===== config.mk =====
export PLATFORM = sky130hd
export DESIGN_NAME = encoder_serial_programmer
export DESIGN_NICKNAME = d
export VERILOG_FILES = /design/src/design/esp_pkg.sv /design/src/design/encoder_serial_programmer.sv /design/src/design/esp_cfg_regs.sv /design/src/design/esp_seq.sv
export SDC_FILE = /design/constraint.sdc
export NUM_CORES = 1
export LEC_CHECK = 0
export BUFFER_PORTS_ARGS = -buffer_cell sky130_fd_sc_hd__buf_4
export CORE_ASPECT_RATIO = 1.1
export CORE_MARGIN = 2
export CORE_UTILIZATION = 65
export DETAILED_ROUTE_END_ITERATION = 10
export PLACE_DENSITY_LB_ADDON = 0.08
export SLEW_MARGIN = 0
export SYNTH_ARGS = -nofsm -noshare
export SYNTH_HDL_FRONTEND = slang
export SYNTH_HIERARCHICAL = 1
export SYNTH_SLANG_ARGS = --single-unit

===== constraint.sdc =====
create_clock -name clk -period 10.1 [get_ports clk]
set_clock_uncertainty 0.15 [all_clocks]
set_input_delay 2.02 -clock clk [delete_from_list [all_inputs] [get_ports clk]]
set_output_delay 2.02 -clock clk [all_outputs]
set_load 0.05 [all_outputs]

===== src/design/esp_pkg.sv =====
// Shared types, codes and reset values for the encoder serial programmer.
package esp_pkg;

  localparam int DEF_WORD_COUNT = 12;
  localparam int DEF_WORD_BITS  = 16;

  localparam int OP_W         = 2;
  localparam int WORD_INDEX_W = 4;
  localparam int CFG_INDEX_W  = 3;
  localparam int CFG_DATA_W   = 16;
  localparam int TICK_W       = 16;

  typedef enum logic [OP_W-1:0] {
    OP_WRITE  = 2'd0,
    OP_LOAD   = 2'd1,
    OP_VERIFY = 2'd2,
    OP_TICK   = 2'd3
  } op_t;

  localparam logic [CFG_INDEX_W-1:0] REG_START_LONG   = 3'd0;
  localparam logic [CFG_INDEX_W-1:0] REG_START_GAP    = 3'd1;
  localparam logic [CFG_INDEX_W-1:0] REG_START_SETTLE = 3'd2;
  localparam logic [CFG_INDEX_W-1:0] REG_BIT_HIGH     = 3'd3;
  localparam logic [CFG_INDEX_W-1:0] REG_BIT_LOW      = 3'd4;
  localparam logic [CFG_INDEX_W-1:0] REG_WORD_HOLD    = 3'd5;
  localparam logic [CFG_INDEX_W-1:0] REG_VERIFY_SETUP = 3'd6;
  localparam logic [CFG_INDEX_W-1:0] REG_SAMPLE_DELAY = 3'd7;

  localparam logic [TICK_W-1:0] START_LONG_RST   = 16'd4000;
  localparam logic [TICK_W-1:0] START_GAP_RST    = 16'd50;
  localparam logic [TICK_W-1:0] START_SETTLE_RST = 16'd3500;
  localparam logic [TICK_W-1:0] BIT_HIGH_RST     = 16'd26;
  localparam logic [TICK_W-1:0] BIT_LOW_RST      = 16'd30;
  localparam logic [TICK_W-1:0] WORD_HOLD_RST    = 16'd35000;
  localparam logic [TICK_W-1:0] VERIFY_SETUP_RST = 16'd20;
  localparam logic [TICK_W-1:0] SAMPLE_DELAY_RST = 16'd5;

  typedef struct packed {
    logic [TICK_W-1:0] start_long;
    logic [TICK_W-1:0] start_gap;
    logic [TICK_W-1:0] start_settle;
    logic [TICK_W-1:0] bit_high;
    logic [TICK_W-1:0] bit_low;
    logic [TICK_W-1:0] word_hold;
    logic [TICK_W-1:0] verify_setup;
    logic [TICK_W-1:0] sample_delay;
  } cfg_t;

  typedef struct packed {
    logic clock_level;
    logic data_level;
    logic data_drive;
    logic busy;
    logic verify_done;
    logic verify_ok;
  } status_t;

endpackage


===== src/design/encoder_serial_programmer.sv =====
// Top level of the encoder serial programmer: channel registers and submodules.
//
// Usage:
//   in_* is the transaction channel: op selects write word, start load,
//   start verify or a one-microsecond tick; word_index/word_value serve a
//   word write and data_in carries the sampled data line during ticks.
//   out_* returns one transaction per input transaction with the line
//   levels, busy flag and verify status as they stand after that item.
//   cfg_we/cfg_index/cfg_wdata write the eight timing registers; write them
//   only while no sequence runs and no transaction is in flight.
// Path: from input acceptance to out_valid through the input register, then
//   the sequencer and status registers.
// Throughput: one transaction per cycle while out_stall is low, set by the
//   sequencer update between the input register and the status registers.
// Reset: sequencer idle, lines low and released, verify_ok set, verify_done
//   clear, timing registers at their defaults; the word buffer holds no
//   defined value until written.
// Stall: while out_stall holds a result, sequencer state holds and the input
//   register fills once; in_stall then rises until the result is taken.
module encoder_serial_programmer #(
  parameter int WORD_COUNT = esp_pkg::DEF_WORD_COUNT,
  parameter int WORD_BITS  = esp_pkg::DEF_WORD_BITS
) (
  input  logic                              clk,
  input  logic                              rst_n,
  input  logic                              in_valid,
  output logic                              in_stall,
  input  logic [esp_pkg::OP_W-1:0]          in_op,
  input  logic [esp_pkg::WORD_INDEX_W-1:0]  in_word_index,
  input  logic [WORD_BITS-1:0]              in_word_value,
  input  logic                              in_data_in,
  output logic                              out_valid,
  input  logic                              out_stall,
  output logic                              out_clock_level,
  output logic                              out_data_level,
  output logic                              out_data_drive,
  output logic                              out_busy_res,
  output logic                              out_verify_done,
  output logic                              out_verify_ok,
  input  logic                              cfg_we,
  input  logic [esp_pkg::CFG_INDEX_W-1:0]   cfg_index,
  input  logic [esp_pkg::CFG_DATA_W-1:0]    cfg_wdata
);

  logic                              s1_valid_r;
  logic [esp_pkg::OP_W-1:0]          s1_op_r;
  logic [esp_pkg::WORD_INDEX_W-1:0]  s1_index_r;
  logic [WORD_BITS-1:0]              s1_value_r;
  logic                              s1_din_r;
  logic                              out_valid_r;
  logic                              go;
  esp_pkg::cfg_t                     cfg;
  esp_pkg::status_t                  stat;

  assign go       = !out_valid_r || !out_stall;
  assign in_stall = s1_valid_r && !go;

  always_ff @(posedge clk) begin
    if (!rst_n) begin
      s1_valid_r  <= 1'b0;
      out_valid_r <= 1'b0;
    end else begin
      if (!in_stall) begin
        s1_valid_r <= in_valid;
      end
      if (go) begin
        out_valid_r <= s1_valid_r;
      end
    end
  end

  always_ff @(posedge clk) begin
    if (in_valid && !in_stall) begin
      s1_op_r    <= in_op;
      s1_index_r <= in_word_index;
      s1_value_r <= in_word_value;
      s1_din_r   <= in_data_in;
    end
  end

  esp_cfg_regs u_cfg (
    .clk       (clk),
    .rst_n     (rst_n),
    .cfg_we    (cfg_we),
    .cfg_index (cfg_index),
    .cfg_wdata (cfg_wdata),
    .cfg       (cfg)
  );

  esp_seq #(
    .WORD_COUNT (WORD_COUNT),
    .WORD_BITS  (WORD_BITS)
  ) u_seq (
    .clk        (clk),
    .rst_n      (rst_n),
    .item_go    (s1_valid_r && go),
    .op         (s1_op_r),
    .word_index (s1_index_r),
    .word_value (s1_value_r),
    .data_in    (s1_din_r),
    .cfg        (cfg),
    .stat       (stat)
  );

  assign out_valid       = out_valid_r;
  assign out_clock_level = stat.clock_level;
  assign out_data_level  = stat.data_level;
  assign out_data_drive  = stat.data_drive;
  assign out_busy_res    = stat.busy;
  assign out_verify_done = stat.verify_done;
  assign out_verify_ok   = stat.verify_ok;

endmodule


===== src/design/esp_cfg_regs.sv =====
// Timing register file written through the configuration port.
module esp_cfg_regs (
  input  logic                             clk,
  input  logic                             rst_n,
  input  logic                             cfg_we,
  input  logic [esp_pkg::CFG_INDEX_W-1:0]  cfg_index,
  input  logic [esp_pkg::CFG_DATA_W-1:0]   cfg_wdata,
  output esp_pkg::cfg_t                    cfg
);

  esp_pkg::cfg_t cfg_r;

  always_ff @(posedge clk) begin
    if (!rst_n) begin
      cfg_r.start_long   <= esp_pkg::START_LONG_RST;
      cfg_r.start_gap    <= esp_pkg::START_GAP_RST;
      cfg_r.start_settle <= esp_pkg::START_SETTLE_RST;
      cfg_r.bit_high     <= esp_pkg::BIT_HIGH_RST;
      cfg_r.bit_low      <= esp_pkg::BIT_LOW_RST;
      cfg_r.word_hold    <= esp_pkg::WORD_HOLD_RST;
      cfg_r.verify_setup <= esp_pkg::VERIFY_SETUP_RST;
      cfg_r.sample_delay <= esp_pkg::SAMPLE_DELAY_RST;
    end else if (cfg_we) begin
      case (cfg_index)
        esp_pkg::REG_START_LONG:   cfg_r.start_long   <= cfg_wdata;
        esp_pkg::REG_START_GAP:    cfg_r.start_gap    <= cfg_wdata;
        esp_pkg::REG_START_SETTLE: cfg_r.start_settle <= cfg_wdata;
        esp_pkg::REG_BIT_HIGH:     cfg_r.bit_high     <= cfg_wdata;
        esp_pkg::REG_BIT_LOW:      cfg_r.bit_low      <= cfg_wdata;
        esp_pkg::REG_WORD_HOLD:    cfg_r.word_hold    <= cfg_wdata;
        esp_pkg::REG_VERIFY_SETUP: cfg_r.verify_setup <= cfg_wdata;
        esp_pkg::REG_SAMPLE_DELAY: cfg_r.sample_delay <= cfg_wdata;
        default: ;
      endcase
    end
  end

  assign cfg = cfg_r;

endmodule


===== src/design/esp_seq.sv =====
// Word buffer and load/verify line sequencer, one transaction per cycle in which item_go is high.
module esp_seq #(
  parameter int WORD_COUNT = esp_pkg::DEF_WORD_COUNT,
  parameter int WORD_BITS  = esp_pkg::DEF_WORD_BITS
) (
  input  logic                              clk,
  input  logic                              rst_n,
  input  logic                              item_go,
  input  logic [esp_pkg::OP_W-1:0]          op,
  input  logic [esp_pkg::WORD_INDEX_W-1:0]  word_index,
  input  logic [WORD_BITS-1:0]              word_value,
  input  logic                              data_in,
  input  esp_pkg::cfg_t                     cfg,
  output esp_pkg::status_t                  stat
);

  localparam int CW = $clog2(WORD_COUNT + 1);
  localparam int BW = $clog2(WORD_BITS + 1);
  localparam int AW = (WORD_COUNT > 1) ? $clog2(WORD_COUNT) : 1;
  localparam int TW = esp_pkg::TICK_W;

  typedef enum logic [3:0] {
    PH_IDLE, PH_L_CLK, PH_L_DATA, PH_L_GAP, PH_L_SETTLE, PH_L_BITHI,
    PH_L_BITLO, PH_L_HOLD, PH_V_SETUP, PH_V_CLKHI, PH_V_SAMPLE, PH_V_REST
  } phase_t;

  phase_t          phase_r, phase_nxt;
  logic [CW-1:0]   wc_r, wc_nxt;
  logic [BW-1:0]   bc_r, bc_nxt;
  logic [TW-1:0]   timer_r, timer_nxt;
  logic            match_r, match_nxt;
  logic            done_r, done_nxt;
  logic            clk_r, clk_nxt;
  logic            dat_r, dat_nxt;
  logic            drv_r, drv_nxt;

  logic [WORD_BITS-1:0] wbuf_r [WORD_COUNT];

  esp_pkg::op_t         op_c;
  logic                 idle;
  logic [AW+3:0]        wr_ext;
  logic                 wr_en;
  logic [CW-1:0]        rd_wc;
  logic [BW-1:0]        rd_bc;
  logic [WORD_BITS-1:0] rd_word;
  logic [WORD_BITS-1:0] rd_shift;
  logic                 rd_bit;
  logic [TW-1:0]        rest_ticks;

  assign op_c   = esp_pkg::op_t'(op);
  assign idle   = (phase_r == PH_IDLE);
  assign wr_ext = (AW + 4)'(word_index);
  assign wr_en  = item_go && (op_c == esp_pkg::OP_WRITE) && idle &&
                  (32'(word_index) < WORD_COUNT);

  always_ff @(posedge clk) begin
    if (wr_en) begin
      wbuf_r[wr_ext[AW-1:0]] <= word_value;
    end
  end

  always_comb begin
    rd_wc = wc_r;
    rd_bc = bc_r;
    case (phase_r)
      PH_L_SETTLE: begin
        rd_wc = '0;
        rd_bc = '0;
      end
      PH_L_BITLO: rd_bc = bc_r + BW'(1);
      PH_L_HOLD: begin
        rd_wc = wc_r + CW'(1);
        rd_bc = '0;
      end
      default: ;
    endcase
  end

  assign rd_word  = wbuf_r[rd_wc[AW-1:0]];
  assign rd_shift = rd_word >> rd_bc;
  assign rd_bit   = (rd_wc < CW'(WORD_COUNT)) ? rd_shift[0] : 1'b0;

  assign rest_ticks = (cfg.bit_high > cfg.sample_delay) ?
                      (cfg.bit_high - cfg.sample_delay) : '0;

  always_comb begin
    phase_nxt = phase_r;
    wc_nxt    = wc_r;
    bc_nxt    = bc_r;
    timer_nxt = timer_r;
    match_nxt = match_r;
    done_nxt  = done_r;
    clk_nxt   = clk_r;
    dat_nxt   = dat_r;
    drv_nxt   = drv_r;
    if (item_go) begin
      case (op_c)
        esp_pkg::OP_LOAD: begin
          if (idle) begin
            drv_nxt   = 1'b1;
            clk_nxt   = 1'b1;
            dat_nxt   = 1'b0;
            wc_nxt    = '0;
            bc_nxt    = '0;
            phase_nxt = PH_L_CLK;
            timer_nxt = cfg.start_long;
          end
        end
        esp_pkg::OP_VERIFY: begin
          if (idle) begin
            drv_nxt   = 1'b0;
            dat_nxt   = 1'b0;
            match_nxt = 1'b1;
            done_nxt  = 1'b0;
            wc_nxt    = '0;
            bc_nxt    = '0;
            phase_nxt = PH_V_SETUP;
            timer_nxt = cfg.verify_setup;
          end
        end
        esp_pkg::OP_TICK: begin
          if (!idle) begin
            if (timer_r > TW'(1)) begin
              timer_nxt = timer_r - TW'(1);
            end else begin
              case (phase_r)
                PH_L_CLK: begin
                  dat_nxt   = 1'b1;
                  phase_nxt = PH_L_DATA;
                  timer_nxt = cfg.start_long;
                end
                PH_L_DATA: begin
                  dat_nxt   = 1'b0;
                  phase_nxt = PH_L_GAP;
                  timer_nxt = cfg.start_gap;
                end
                PH_L_GAP: begin
                  clk_nxt   = 1'b0;
                  phase_nxt = PH_L_SETTLE;
                  timer_nxt = cfg.start_settle;
                end
                PH_L_SETTLE: begin
                  wc_nxt    = '0;
                  bc_nxt    = '0;
                  clk_nxt   = 1'b1;
                  dat_nxt   = rd_bit;
                  phase_nxt = PH_L_BITHI;
                  timer_nxt = cfg.bit_high;
                end
                PH_L_BITHI: begin
                  clk_nxt   = 1'b0;
                  phase_nxt = PH_L_BITLO;
                  timer_nxt = cfg.bit_low;
                end
                PH_L_BITLO: begin
                  bc_nxt = bc_r + BW'(1);
                  if (bc_nxt < BW'(WORD_BITS)) begin
                    clk_nxt   = 1'b1;
                    dat_nxt   = rd_bit;
                    phase_nxt = PH_L_BITHI;
                    timer_nxt = cfg.bit_high;
                  end else begin
                    clk_nxt   = 1'b0;
                    dat_nxt   = 1'b0;
                    phase_nxt = PH_L_HOLD;
                    timer_nxt = cfg.word_hold;
                  end
                end
                PH_L_HOLD: begin
                  wc_nxt = wc_r + CW'(1);
                  bc_nxt = '0;
                  if (wc_nxt < CW'(WORD_COUNT)) begin
                    clk_nxt   = 1'b1;
                    dat_nxt   = rd_bit;
                    phase_nxt = PH_L_BITHI;
                    timer_nxt = cfg.bit_high;
                  end else begin
                    phase_nxt = PH_IDLE;
                    timer_nxt = '0;
                  end
                end
                PH_V_SETUP: begin
                  wc_nxt    = '0;
                  bc_nxt    = '0;
                  clk_nxt   = 1'b1;
                  phase_nxt = PH_V_CLKHI;
                  timer_nxt = cfg.bit_low;
                end
                PH_V_CLKHI: begin
                  clk_nxt   = 1'b0;
                  phase_nxt = PH_V_SAMPLE;
                  timer_nxt = cfg.sample_delay;
                end
                PH_V_SAMPLE: begin
                  if (data_in != rd_bit) begin
                    match_nxt = 1'b0;
                  end
                  phase_nxt = PH_V_REST;
                  timer_nxt = rest_ticks;
                end
                PH_V_REST: begin
                  bc_nxt = bc_r + BW'(1);
                  if (bc_nxt >= BW'(WORD_BITS)) begin
                    bc_nxt = '0;
                    wc_nxt = wc_r + CW'(1);
                  end
                  if (wc_nxt < CW'(WORD_COUNT)) begin
                    clk_nxt   = 1'b1;
                    phase_nxt = PH_V_CLKHI;
                    timer_nxt = cfg.bit_low;
                  end else begin
                    done_nxt  = 1'b1;
                    phase_nxt = PH_IDLE;
                    timer_nxt = '0;
                  end
                end
                default: begin
                  phase_nxt = PH_IDLE;
                  timer_nxt = '0;
                end
              endcase
            end
          end
        end
        default: ;
      endcase
    end
  end

  always_ff @(posedge clk) begin
    if (!rst_n) begin
      phase_r <= PH_IDLE;
      wc_r    <= '0;
      bc_r    <= '0;
      timer_r <= '0;
      match_r <= 1'b1;
      done_r  <= 1'b0;
      clk_r   <= 1'b0;
      dat_r   <= 1'b0;
      drv_r   <= 1'b0;
    end else begin
      phase_r <= phase_nxt;
      wc_r    <= wc_nxt;
      bc_r    <= bc_nxt;
      timer_r <= timer_nxt;
      match_r <= match_nxt;
      done_r  <= done_nxt;
      clk_r   <= clk_nxt;
      dat_r   <= dat_nxt;
      drv_r   <= drv_nxt;
    end
  end

  assign stat.clock_level = clk_r;
  assign stat.data_level  = drv_r & dat_r;
  assign stat.data_drive  = drv_r;
  assign stat.busy        = !idle;
  assign stat.verify_done = done_r;
  assign stat.verify_ok   = match_r;

  a_dat_needs_drive: assert property (@(posedge clk) disable iff (!rst_n)
    dat_r |-> drv_r)
    else $error("data high while line released");

  a_counts_bounded: assert property (@(posedge clk) disable iff (!rst_n)
    (bc_r <= BW'(WORD_BITS)) && (wc_r <= CW'(WORD_COUNT)))
    else $error("word or bit count out of range");

  a_verify_end_done: assert property (@(posedge clk) disable iff (!rst_n)
    $fell(!idle) && !drv_r |-> done_r)
    else $error("verify finished without done flag");

  a_match_falls_on_sample: assert property (@(posedge clk) disable iff (!rst_n)
    $fell(match_r) |-> $past(phase_r == PH_V_SAMPLE))
    else $error("ok flag cleared outside sample phase");

endmodule


## Word-level counts from Yosys, hierarchy flattened

Memories as Yosys holds them, arrays and structs flattened.
Index checks and enable logic that the tools add are counted.
W data, S select, Z words.

| word-level totals | value |
|---|---|
| flip-flop bits (word level) | 187 |
| memory bits (writable) | 192 |
| bits of input ports | 47 |
| output and inout bits | 8 |
| logic and storage cells | 185 |
| memories | 1 |

Memories:

| name | words | width | read ports | clocked after memory_dff | wr ports | RTL line | text |
|---|---|---|---|---|---|---|---|
| u_seq.wbuf_r | 12 | 16 | 1 | 0 | 1 | esp_seq.sv:37 | `logic [WORD_BITS-1:0] wbuf_r [WORD_COUNT];` |

| operators by class | value |
|---|---|
| $add $sub $neg | 4 |
| $lt $le $gt $ge | 8 |
| equality and inequality tests | 37 |
| shift operators | 1 |
| muxes and demuxes | 67 |
| bitwise operators | 1 |
| reductions and logical operators | 43 |

Operator list:

| cell | count |
|---|---|
| $pmux W16 S10 | 1 |
| $mux W16 | 8 |
| $mux W4 | 14 |
| $pmux W16 S3 | 1 |
| $pmux W4 S11 | 1 |
| $pmux W4 S3 | 2 |
| $mux W1 | 22 |
| $reduce_and A7 Y1 | 3 |
| $mux W5 | 4 |
| $pmux W5 S2 | 2 |
| $reduce_and A6 Y1 | 3 |
| $eq A4 B3 Y1 const B | 4 |
| $eq A4 B4 Y1 const B | 4 |
| $gt A16 B1 Y1 const B | 1 |
| $gt A16 B16 Y1 | 1 |
| $lt A4 B4 Y1 const B | 4 |
| $pmux W4 S2 | 2 |
| $reduce_and A2 Y1 | 8 |
| $shr A16 B5 Y1 | 1 |
| $sub A16 B1 Y16 const B | 1 |
| $sub A16 B16 Y16 | 1 |
| $pmux W5 S3 | 1 |
| $eq A3 B3 Y1 const B | 4 |
| $ne A2 B1 Y1 const B | 5 |
| other kinds (34) | 63 |

## Longest topological paths before layout

Gate-level depths: netlist of run 1.

| logic depth | value |
|---|---|
| depth after elaboration | 14 |
| depth in mapped cells | 16 |
| gate-level depth less buffers | 13 |

## Hierarchy

Netlist of run 1, hierarchy kept.

By module, submodules not included:

| module | instances | cells each | area an instance (sq um) | sequential area each (sq um) |
|---|---|---|---|---|
| esp_seq | 1 | 1509 | 15048.2 | 6446.2 |
| esp_cfg_regs | 1 | 452 | 4792.1 | 2562.5 |
| encoder_serial_programmer | 1 | 31 | 774.5 | 730.7 |

## Least setup slack after synthesis of run 1

No wires, ideal clock.

| timing path | value |
|---|---|
| path type | input to register |
| from | input out_stall |
| to | memory u_seq/wbuf_r[4][0] in the netlist's numbering, enable pin |
| library setup time | 0.409 ns |
| data arrival time | 4.390 ns |
| data required time | 9.541 ns |
| path slack | 5.150 ns |
| stages on the path | 4 |
| path buffers | 1 |
| cells stage by stage | a21boi_0 clkbuf_1 or4b_2 nor3_1 |

| on the way | value |
|---|---|
| word-level cells in the longest chain between the ends | 8 |

RTL lines:

| what | RTL line | text |
|---|---|---|
| from (decl) | encoder_serial_programmer.sv:33 | `input logic out_stall,` |
| $logic_not A1 Y1 | encoder_serial_programmer.sv:55 | `assign go = !out_valid_r \|\| !out_stall;` |
| $logic_or A1 B1 Y1 | encoder_serial_programmer.sv:55 |  |
| $logic_and A1 B1 Y1 | encoder_serial_programmer.sv:96 | `.item_go (s1_valid_r && go),` |
| $logic_and A1 B1 Y1 (3 in series) | esp_seq.sv:53 | `assign wr_en = item_go && (op_c == esp_pkg::OP_WRITE) && idle &&` |
| $mux W1 | esp_seq.sv:57 | `if (wr_en) begin` |
| $mux W1 (implied by the code) | esp_seq.sv:58 | `wbuf_r[wr_ext[AW-1:0]] <= word_value;` |
| to (decl) | esp_seq.sv:37 |  |

Every way passes these cells.

## Final worst setup path of run 1

| timing path | value |
|---|---|
| from | register u_seq.phase_r[0] |
| to | register u_seq.match_r |

| on the way | value |
|---|---|
| word-level cells in the longest chain between the ends | 8 |
| elaborated cells between the ends (all ways) | 18 |
| classes of those cells | 1 x order compare; 9 x eq/ne; 1 x shift; 3 x mux; 3 x reduce/logical; 1 x memory |

RTL lines:

| what | RTL line | text |
|---|---|---|
| from (decl) | esp_seq.sv:27 | `phase_t phase_r, phase_nxt;` |
| from (signal assigned) | esp_seq.sv:242 | `phase_r <= phase_nxt;` |
| $eq A4 B3 Y1 | esp_seq.sv:65 | `case (phase_r)` |
| $pmux W4 S2 / $reduce_or A2 Y1 (equally long branches) | n/a |  |
| $mem_v2 Z12 W16 / $pmux W5 S2 (equally long branches) | n/a |  |
| $shr A16 B5 Y1 | esp_seq.sv:80 | `assign rd_shift = rd_word >> rd_bc;` |
| $mux W1 | esp_seq.sv:81 | `assign rd_bit = (rd_wc < CW'(WORD_COUNT)) ? rd_shift[0] : 1'b0;` |
| $ne A1 B1 Y1 | esp_seq.sv:195 | `if (data_in != rd_bit) begin` |
| $ne A2 B1 Y1 (no source line) | n/a |  |
| $reduce_and A7 Y1 (no source line) * | n/a |  |
| to (signal assigned) | esp_seq.sv:246 | `match_r <= match_nxt;` |
| to (decl) | esp_seq.sv:31 | `logic match_r, match_nxt;` |

Mark *: on every way between the ends. The rest lies on a longest branch, timed or not.
A chain may end at the register's enable or synchronous reset.

==> impl_metrics.ini, run 1 <==
[status]
status = finished clean

[sta]
setup_viol = 0
fin_crit_ns = 5.40
period_share_pct = 53.5
tns_ns = 0
fmax_ghz = 0.185
worstMarginPinSlew_ns = 1.32
rsz0062_at_grt = no
slew_headroom_pct = 11.6
hold_violations = 0
slew_violations = 0

[synthesis]
async_reset_ff_share_pct = 0
ys_seq_elements = 379
syn_avg_cell_area_sq_um = 10.3
syn-num-nets = 2068
syn-cell-area_sq_um = 20600
synth_edf_count = 215
ys.flop_type = edfxtp_1
yosysWarningCount = 6
synth_seq_area_share_pct = 47.2
synthCells = 1992
synth.distinct_cells = 94

[cts]
clk-insertion-delay-late_ns = 0.55
cts_tree = yes
cts_resized = 0
cts_buffer_depth = 3
postCtsHoldBufs = 0
numCtsBuffers = 40
htree_num_levels = 2
clk_pin_slew_ns = 0.06
cts_sinks = 379
root_buffer = clkbuf_16
postCtsSetupBuffers = 0

[power]
power_density_nw_per_um2 = 154
power_leakage_nw = 8.10
peakVddDrop_uv = 141

[route]
viasPerCell = 7.13
wl_per_cell_um = 25.6
drt.antenna.violating_nets = 0
drc = 0
vias = 17300
drt_iter0_drc = 2437
wl_um = 61900
first_pass_iters = 8

[final_layout]
final_common_cell = edfxtp_1
nNetsFinal = 2046
n_antenna_cell = 0
layout_common_cells = edfxtp_1, nand2_1, mux2i_1
areaGrowthSynthToFinish_pct = 8.95
drive_gt1_share_pct = 13.4
utilization_pct = 71.7

[worst_hold_path]
hold_path_startpoint = u_cfg/cfg[111]$_SDFFE_PN0P_
hold_path.class = reg2reg
min_to = u_cfg/cfg[111]$_SDFFE_PN0P_
hold_depth = 2

[floorplanning]
io_pins = 55
die_h_um = 191
die-area_sq_um = 33200
die_width_um = 174
num_rows = 68
core-area_sq_um = 31300
start_util_pct = 65.8

[critical_path]
reg2reg_depth = 11
critical_path_arrival_ns = 5.68
endpoint_kind = flip-flop
startpoint_type = flip-flop
critPathKind = reg2reg
crit_required_ns = 10.37
reg2reg_from = u_seq/phase_r[0]$_SDFFE_PN0P_
regToRegSetupSlack_ns = 4.70
regToRegEndpoint = u_seq/match_r$_SDFFE_PN1P_
worstPathMaxFanout = 77

[global_routing]
grt_pass1_wl_um = 94600
antenna_found_initial = 0
groute.usage.overall_pct = 36.9
first_global_vias = 16500
grt-ovfl-total = 0
grt_max_degree = 92

[placed_design]
hpwlAfterDp_um = 38200
port-buffer-count = 54
gp_congestion = 0.931

[flow_run]
cap_violations = 0
power by group:
| group | switching, mW | leakage (nW) | internal (mW) |
|---|---|---|---|
| logic | 0.188 | 4.18 | 0.117 |
| clock network | 0.614 | 0.636 | 0.840 |
| registers | 0.0373 | 3.28 | 1.65 |
critical path, stage by stage, from the launching register on:
cell	delay [ns]
dfxtp_4	0.69
buf_4	0.81
nor2b_1	0.16
a32oi_2	0.38
and2_1	1.03
mux2_1	0.39
a211oi_1	0.24
nor4_1	0.09
o311ai_1	0.50
o2111ai_1	0.24
a2111oi_0	0.44
a211oi_1	0.10
cell families after synthesis:
logic type / count (synthesis) / synth area share [%]
compound gates: 590 / 21.0
simple gates: 530 / 13.0
flops: 379 / 47.2
buf+inv: 222 / 4.87
mux: 217 / 11.1
fa+ha+maj: 29 / 1.80
xor+xnor: 25 / 1.06
cell type report:
class | instances | area [sq um]
tap | 420 | 526
inverter | 61 | 229
timing repair buffer | 97 | 728
multi-input combinational | 1391 | 9930
fill | 2389 | 8850
sequential | 379 | 9750
clock inverter | 26 | 183
clock buffer | 48 | 1110
state kept, by name (all words and copies together), names as in the netlist:
| register | flops |
|---|---|
| u_seq/drv_r | 1 |
| u_seq/bc_r | 5 |
| u_seq/wc_r | 4 |
| u_seq/dat_r | 1 |
| u_seq/clk_r | 1 |
| u_seq/phase_r | 4 |
| s1_op_r | 2 |
| u_seq/done_r | 1 |
| u_seq/wbuf_r | 192 |
| s1_index_r | 4 |
| out_valid | 1 |
| s1_valid_r | 1 |
| s1_din_r | 1 |
| u_seq/match_r | 1 |
| s1_value_r | 16 |
| u_seq/timer_r | 16 |
| u_cfg/cfg | 128 |
per-stage QoR:
stage | cells | total power, mW | worst slack, ns | hold slack [ns] | area [sq um]
detailed placement | 2348 | 2.02 | 4.84 | 0.300 | 21200
CTS | 2422 | 3.46 | 4.84 | 0.309 | 22500
floorplan | 1992 | 1.93 | 5.15 | 0.281 | 20600
finish | 2422 | 3.45 | 4.70 | 0.307 | 22500
global route | 2422 | 3.55 | 4.64 | 0.325 | 22500
global placement | 2348 | 2.02 | 4.85 | 0.292 | 21200
synthesized netlist by cell type (all sizes together) (23+ instances only):
master	number	area share, %
a21oi	104	2.5
a221o	31	1.5
a221oi	65	2.8
a222oi	23	1.1
a22o	29	1.2
buf	84	2.4
clkbuf	77	1.4
dfxtp	164	16
edfxtp	215	31
ha	28	1.7
inv	60	1.1
mux2	45	2.5
mux2i	168	8.2
nand2	192	3.5
nand3	35	0.85
nor2	94	1.7
nor2b	59	1.8
nor3	35	0.85
o21ai	78	1.9
o221ai	23	0.98
o22ai	54	1.7
layer usage:
layer	track usage, %	share of wire, %	vias up
li1	-	-	7656
met1	45.7	37	8327
met2	63.2	48	1038
met3	4.78	9.0	256
met4	19.7	5.7	0
met5	0	0	-
worst max-delay path by stage:
| stage | startpoint | end | slack, ns |
|---|---|---|---|
| floorplan | out_stall | u_seq/wbuf_r[4][0]$_DFFE_PP_ | 5.15 |
| global placement | u_seq/phase_r[0]$_SDFFE_PN0P_ | u_seq/match_r$_SDFFE_PN1P_ | 4.85 |
| detailed placement | u_seq/phase_r[0]$_SDFFE_PN0P_ | u_seq/match_r$_SDFFE_PN1P_ | 4.84 |
| CTS | u_seq/phase_r[0]$_SDFFE_PN0P_ | u_seq/match_r$_SDFFE_PN1P_ | 4.84 |
| global route | u_seq/phase_r[0]$_SDFFE_PN0P_ | u_seq/match_r$_SDFFE_PN1P_ | 4.64 |
| finish | u_seq/phase_r[0]$_SDFFE_PN0P_ | u_seq/match_r$_SDFFE_PN1P_ | 4.70 |
No activity file was read; power rests on OpenSTA's default activity.
==> run 2: changes to the inputs <==
ABC_AREA = 1   (was default)
CORE_UTILIZATION = 63   (was 65)
clock period = 5.2 ns   (was 10.1 ns; I/O delays follow)
==> run 2 against run 1 <==
  * Highest routed layer unchanged
  * Synthesized area decreased by 12%
  * Routed wire length is 15% lower
  * Largest power group unchanged
  * First-iteration DRC count shrank 26%
  * Largest cell class is now registers
  * Combinational power rose by 98%
==> impl_metrics.ini, run 2 <==
[cts]
postCtsHoldBufs = 0
clk_pin_slew_ns = 0.07
numCtsBuffers = 39
cts_sinks = 379
cts_resized = 0
cts_tree = yes
clk-insertion-delay-late_ns = 0.55
postCtsSetupBuffers = 0
root_buffer = clkbuf_16
htree_num_levels = 2
cts_buffer_depth = 3

[final_layout]
drive_gt1_share_pct = 8.44
n_antenna_cell = 0
final_common_cell = nand2_1
layout_common_cells = nand2_1, nand3_1, nor2_1
nNetsFinal = 2252
areaGrowthSynthToFinish_pct = 10.5
largest_register_ffs = 192
instances_no_fill = 2571

[synthesis]
synth_seq_area_share_pct = 53.4
syn-cell-area_sq_um = 18200
syn_avg_cell_area_sq_um = 8.44
syn-num-nets = 2238
ys_top_cells_by_area = edfxtp_1, dfxtp_1, nand2_1
synth_edf_count = 215
async_reset_ff_share_pct = 0
yosysWarningCount = 6
yosys.cell_count.top_type = nand2_1
synthCells = 2162
ys_seq_elements = 379
yosysTopAreaCell = edfxtp_1
synth.distinct_cells = 55
ys.flop_type = edfxtp_1
yosys-top-cells-count = nand2_1, nand3_1, nor2_1
netlist.area_leader.share_pct = 35.4

[power]
comb_power_share_pct = 8.8
intPower_mw = 5.21
power_density_nw_per_um2 = 341
power_frac_seq_pct = 48.0
clkPwrFrac_pct = 43.1
power_leakage_nw = 8.25
switching_power_mw = 1.66
peakVddDrop_uv = 437
switching_share_pct = 24.1

[route]
wl_um = 52400
first_pass_iters = 8
drc = 0
wl_per_cell_um = 20.4
vias = 15600
drt_iter0_drc = 1793
drt.antenna.violating_nets = 0
viasPerCell = 6.06

[critical_path]
worstPathMaxFanout = 42
critical_path_arrival_ns = 4.19
path_common_cell = nand2_1
critPathKind = reg2reg
slowest_delay_ns = 0.54
endpoint_kind = flip-flop
slowest_stage = nand3_2
startpoint_type = flip-flop
crit_required_ns = 5.45
crit_path_cell_trace = inv_1, ha_1, nand3_4, nand3_2, nand2_4, buf_4, nand2_1, nand3_1, nand2_1, nand2_1, nand3_1, nand2_1, inv_1, nand2_1, nand3_1, nand3_1, nand2_1, nand3_1, nand2_1, nand2_1, a21oi_1

[global_routing]
antenna_found_initial = 0
grt_max_degree = 88
grt-ovfl-total = 0
grt_pass1_wl_um = 82200
first_global_vias = 15200
groute.usage.overall_pct = 34.2

[floorplanning]
die-area_sq_um = 30300
die_width_um = 166
num_rows = 65
start_util_pct = 63.7
io_pins = 55
die_h_um = 182
core-area_sq_um = 28600

[sta]
fmax_ghz = 0.254
setup_viol = 0
worstMarginPinSlew_ns = 1.31
hold_violations = 0
tns_ns = 0
rsz0062_at_grt = no
period_share_pct = 75.8
slew_headroom_pct = 11.7
fin_crit_ns = 3.94
slew_violations = 0

[placed_design]
port-buffer-count = 54
dpl.cell_count = 2503
hpwlAfterDp_um = 33600
gp_congestion = 0.938

[status]
status = finished clean

[flow_run]
cap_violations = 0

[worst_hold_path]
hold_path.class = reg2reg
[run 2: changes by cell type after synthesis, sizes merged, moves of 45 or more]
| cell | delta |
|---|---|
| nor2b | -59 |
| mux2 | -45 |
| a21oi | -47 |
| nand2 | +316 |
| o22ai | -51 |
| nand3 | +309 |
| nor2 | +180 |
| mux2i | -168 |
| inv | +157 |
[run 2: critical path: cells and delay by family, from the launching register on]
family | cells | cell delay, ns
adder cells (fa/ha/maj) | 1 | 0.28
AO/OA/AOI/OAI | 1 | 0.06
flip-flops | 1 | 0.33
AND/OR/NAND/NOR | 16 | 2.40
buffers and inverters | 3 | 0.57
[run 2: cell families after synthesis]
logic type / count (synthesis) / synth area share, %
AOI/OAI and AO/OA: 210 / 7.48
xor gates and xnor gates: 25 / 1.20
adders and majority gates: 29 / 2.03
buffers and inverters: 324 / 7.39
DFF: 379 / 53.4
and+or+nand+nor: 1195 / 28.5
[run 2: final cells by class]
class,instances,area (sq um)
Fill cell,2303,8460
Clock buffer,47,1050
Multi-Input combinational cell,1459,7210
Sequential cell,379,9740
Inverter,219,823
Tap cell,368,460
Timing Repair Buffer,78,586
Clock inverter,21,300
[run 2: layer usage]
| metal | vias to the layer above | GRT usage (%) | wire, um |
|---|---|---|---|
| li1 | 7278 | - | - |
| met1 | 7289 | 40.5 | 19500 |
| met2 | 835 | 60.9 | 26000 |
| met3 | 166 | 4.58 | 4150 |
| met4 | 0 | 18.4 | 2750 |
| met5 | - | 0 | 0 |
[run 2: final timing paths]
check / from / end / slack [ns] / depth (start not counted)
max: u_seq/phase_r[3]$_SDFFE_PN0P_ / u_seq/dat_r$_SDFFE_PN0P_ / 1.26 / 21
min: u_cfg/cfg[36]$_SDFFE_PN1P_ / u_cfg/cfg[36]$_SDFFE_PN1P_ / 0.31 / 2
max reg2reg: u_seq/phase_r[3]$_SDFFE_PN0P_ / u_seq/dat_r$_SDFFE_PN0P_ / 1.26 / 21
min reg2reg: u_cfg/cfg[36]$_SDFFE_PN1P_ / u_cfg/cfg[36]$_SDFFE_PN1P_ / 0.31 / 2
[run 2: power by group through the flow]
stage	Clock, mW	Sequential [mW]	Combinational [mW]
floorplan	0	3.34	0.417
global placement	0	3.36	0.576
detailed placement	0	3.36	0.586
CTS	3.00	3.30	0.592
global route	3.11	3.30	0.667
finish	2.96	3.30	0.607
[run 2: stage by stage]
stage / total power, mW / worst slack [ns] / util [%] / area [sq um] / hold slack [ns]
floorplan: 3.75 / 1.84 / - / 18200 / 0.270
global placement: 3.94 / 1.45 / 65.7 / 18800 / 0.287
detailed placement: 3.95 / 1.34 / 65.7 / 18800 / 0.293
CTS: 6.88 / 1.33 / 70.4 / 20200 / 0.310
global route: 7.08 / 0.943 / 70.4 / 20200 / 0.332
finish: 6.87 / 1.26 / 70.4 / 20200 / 0.310
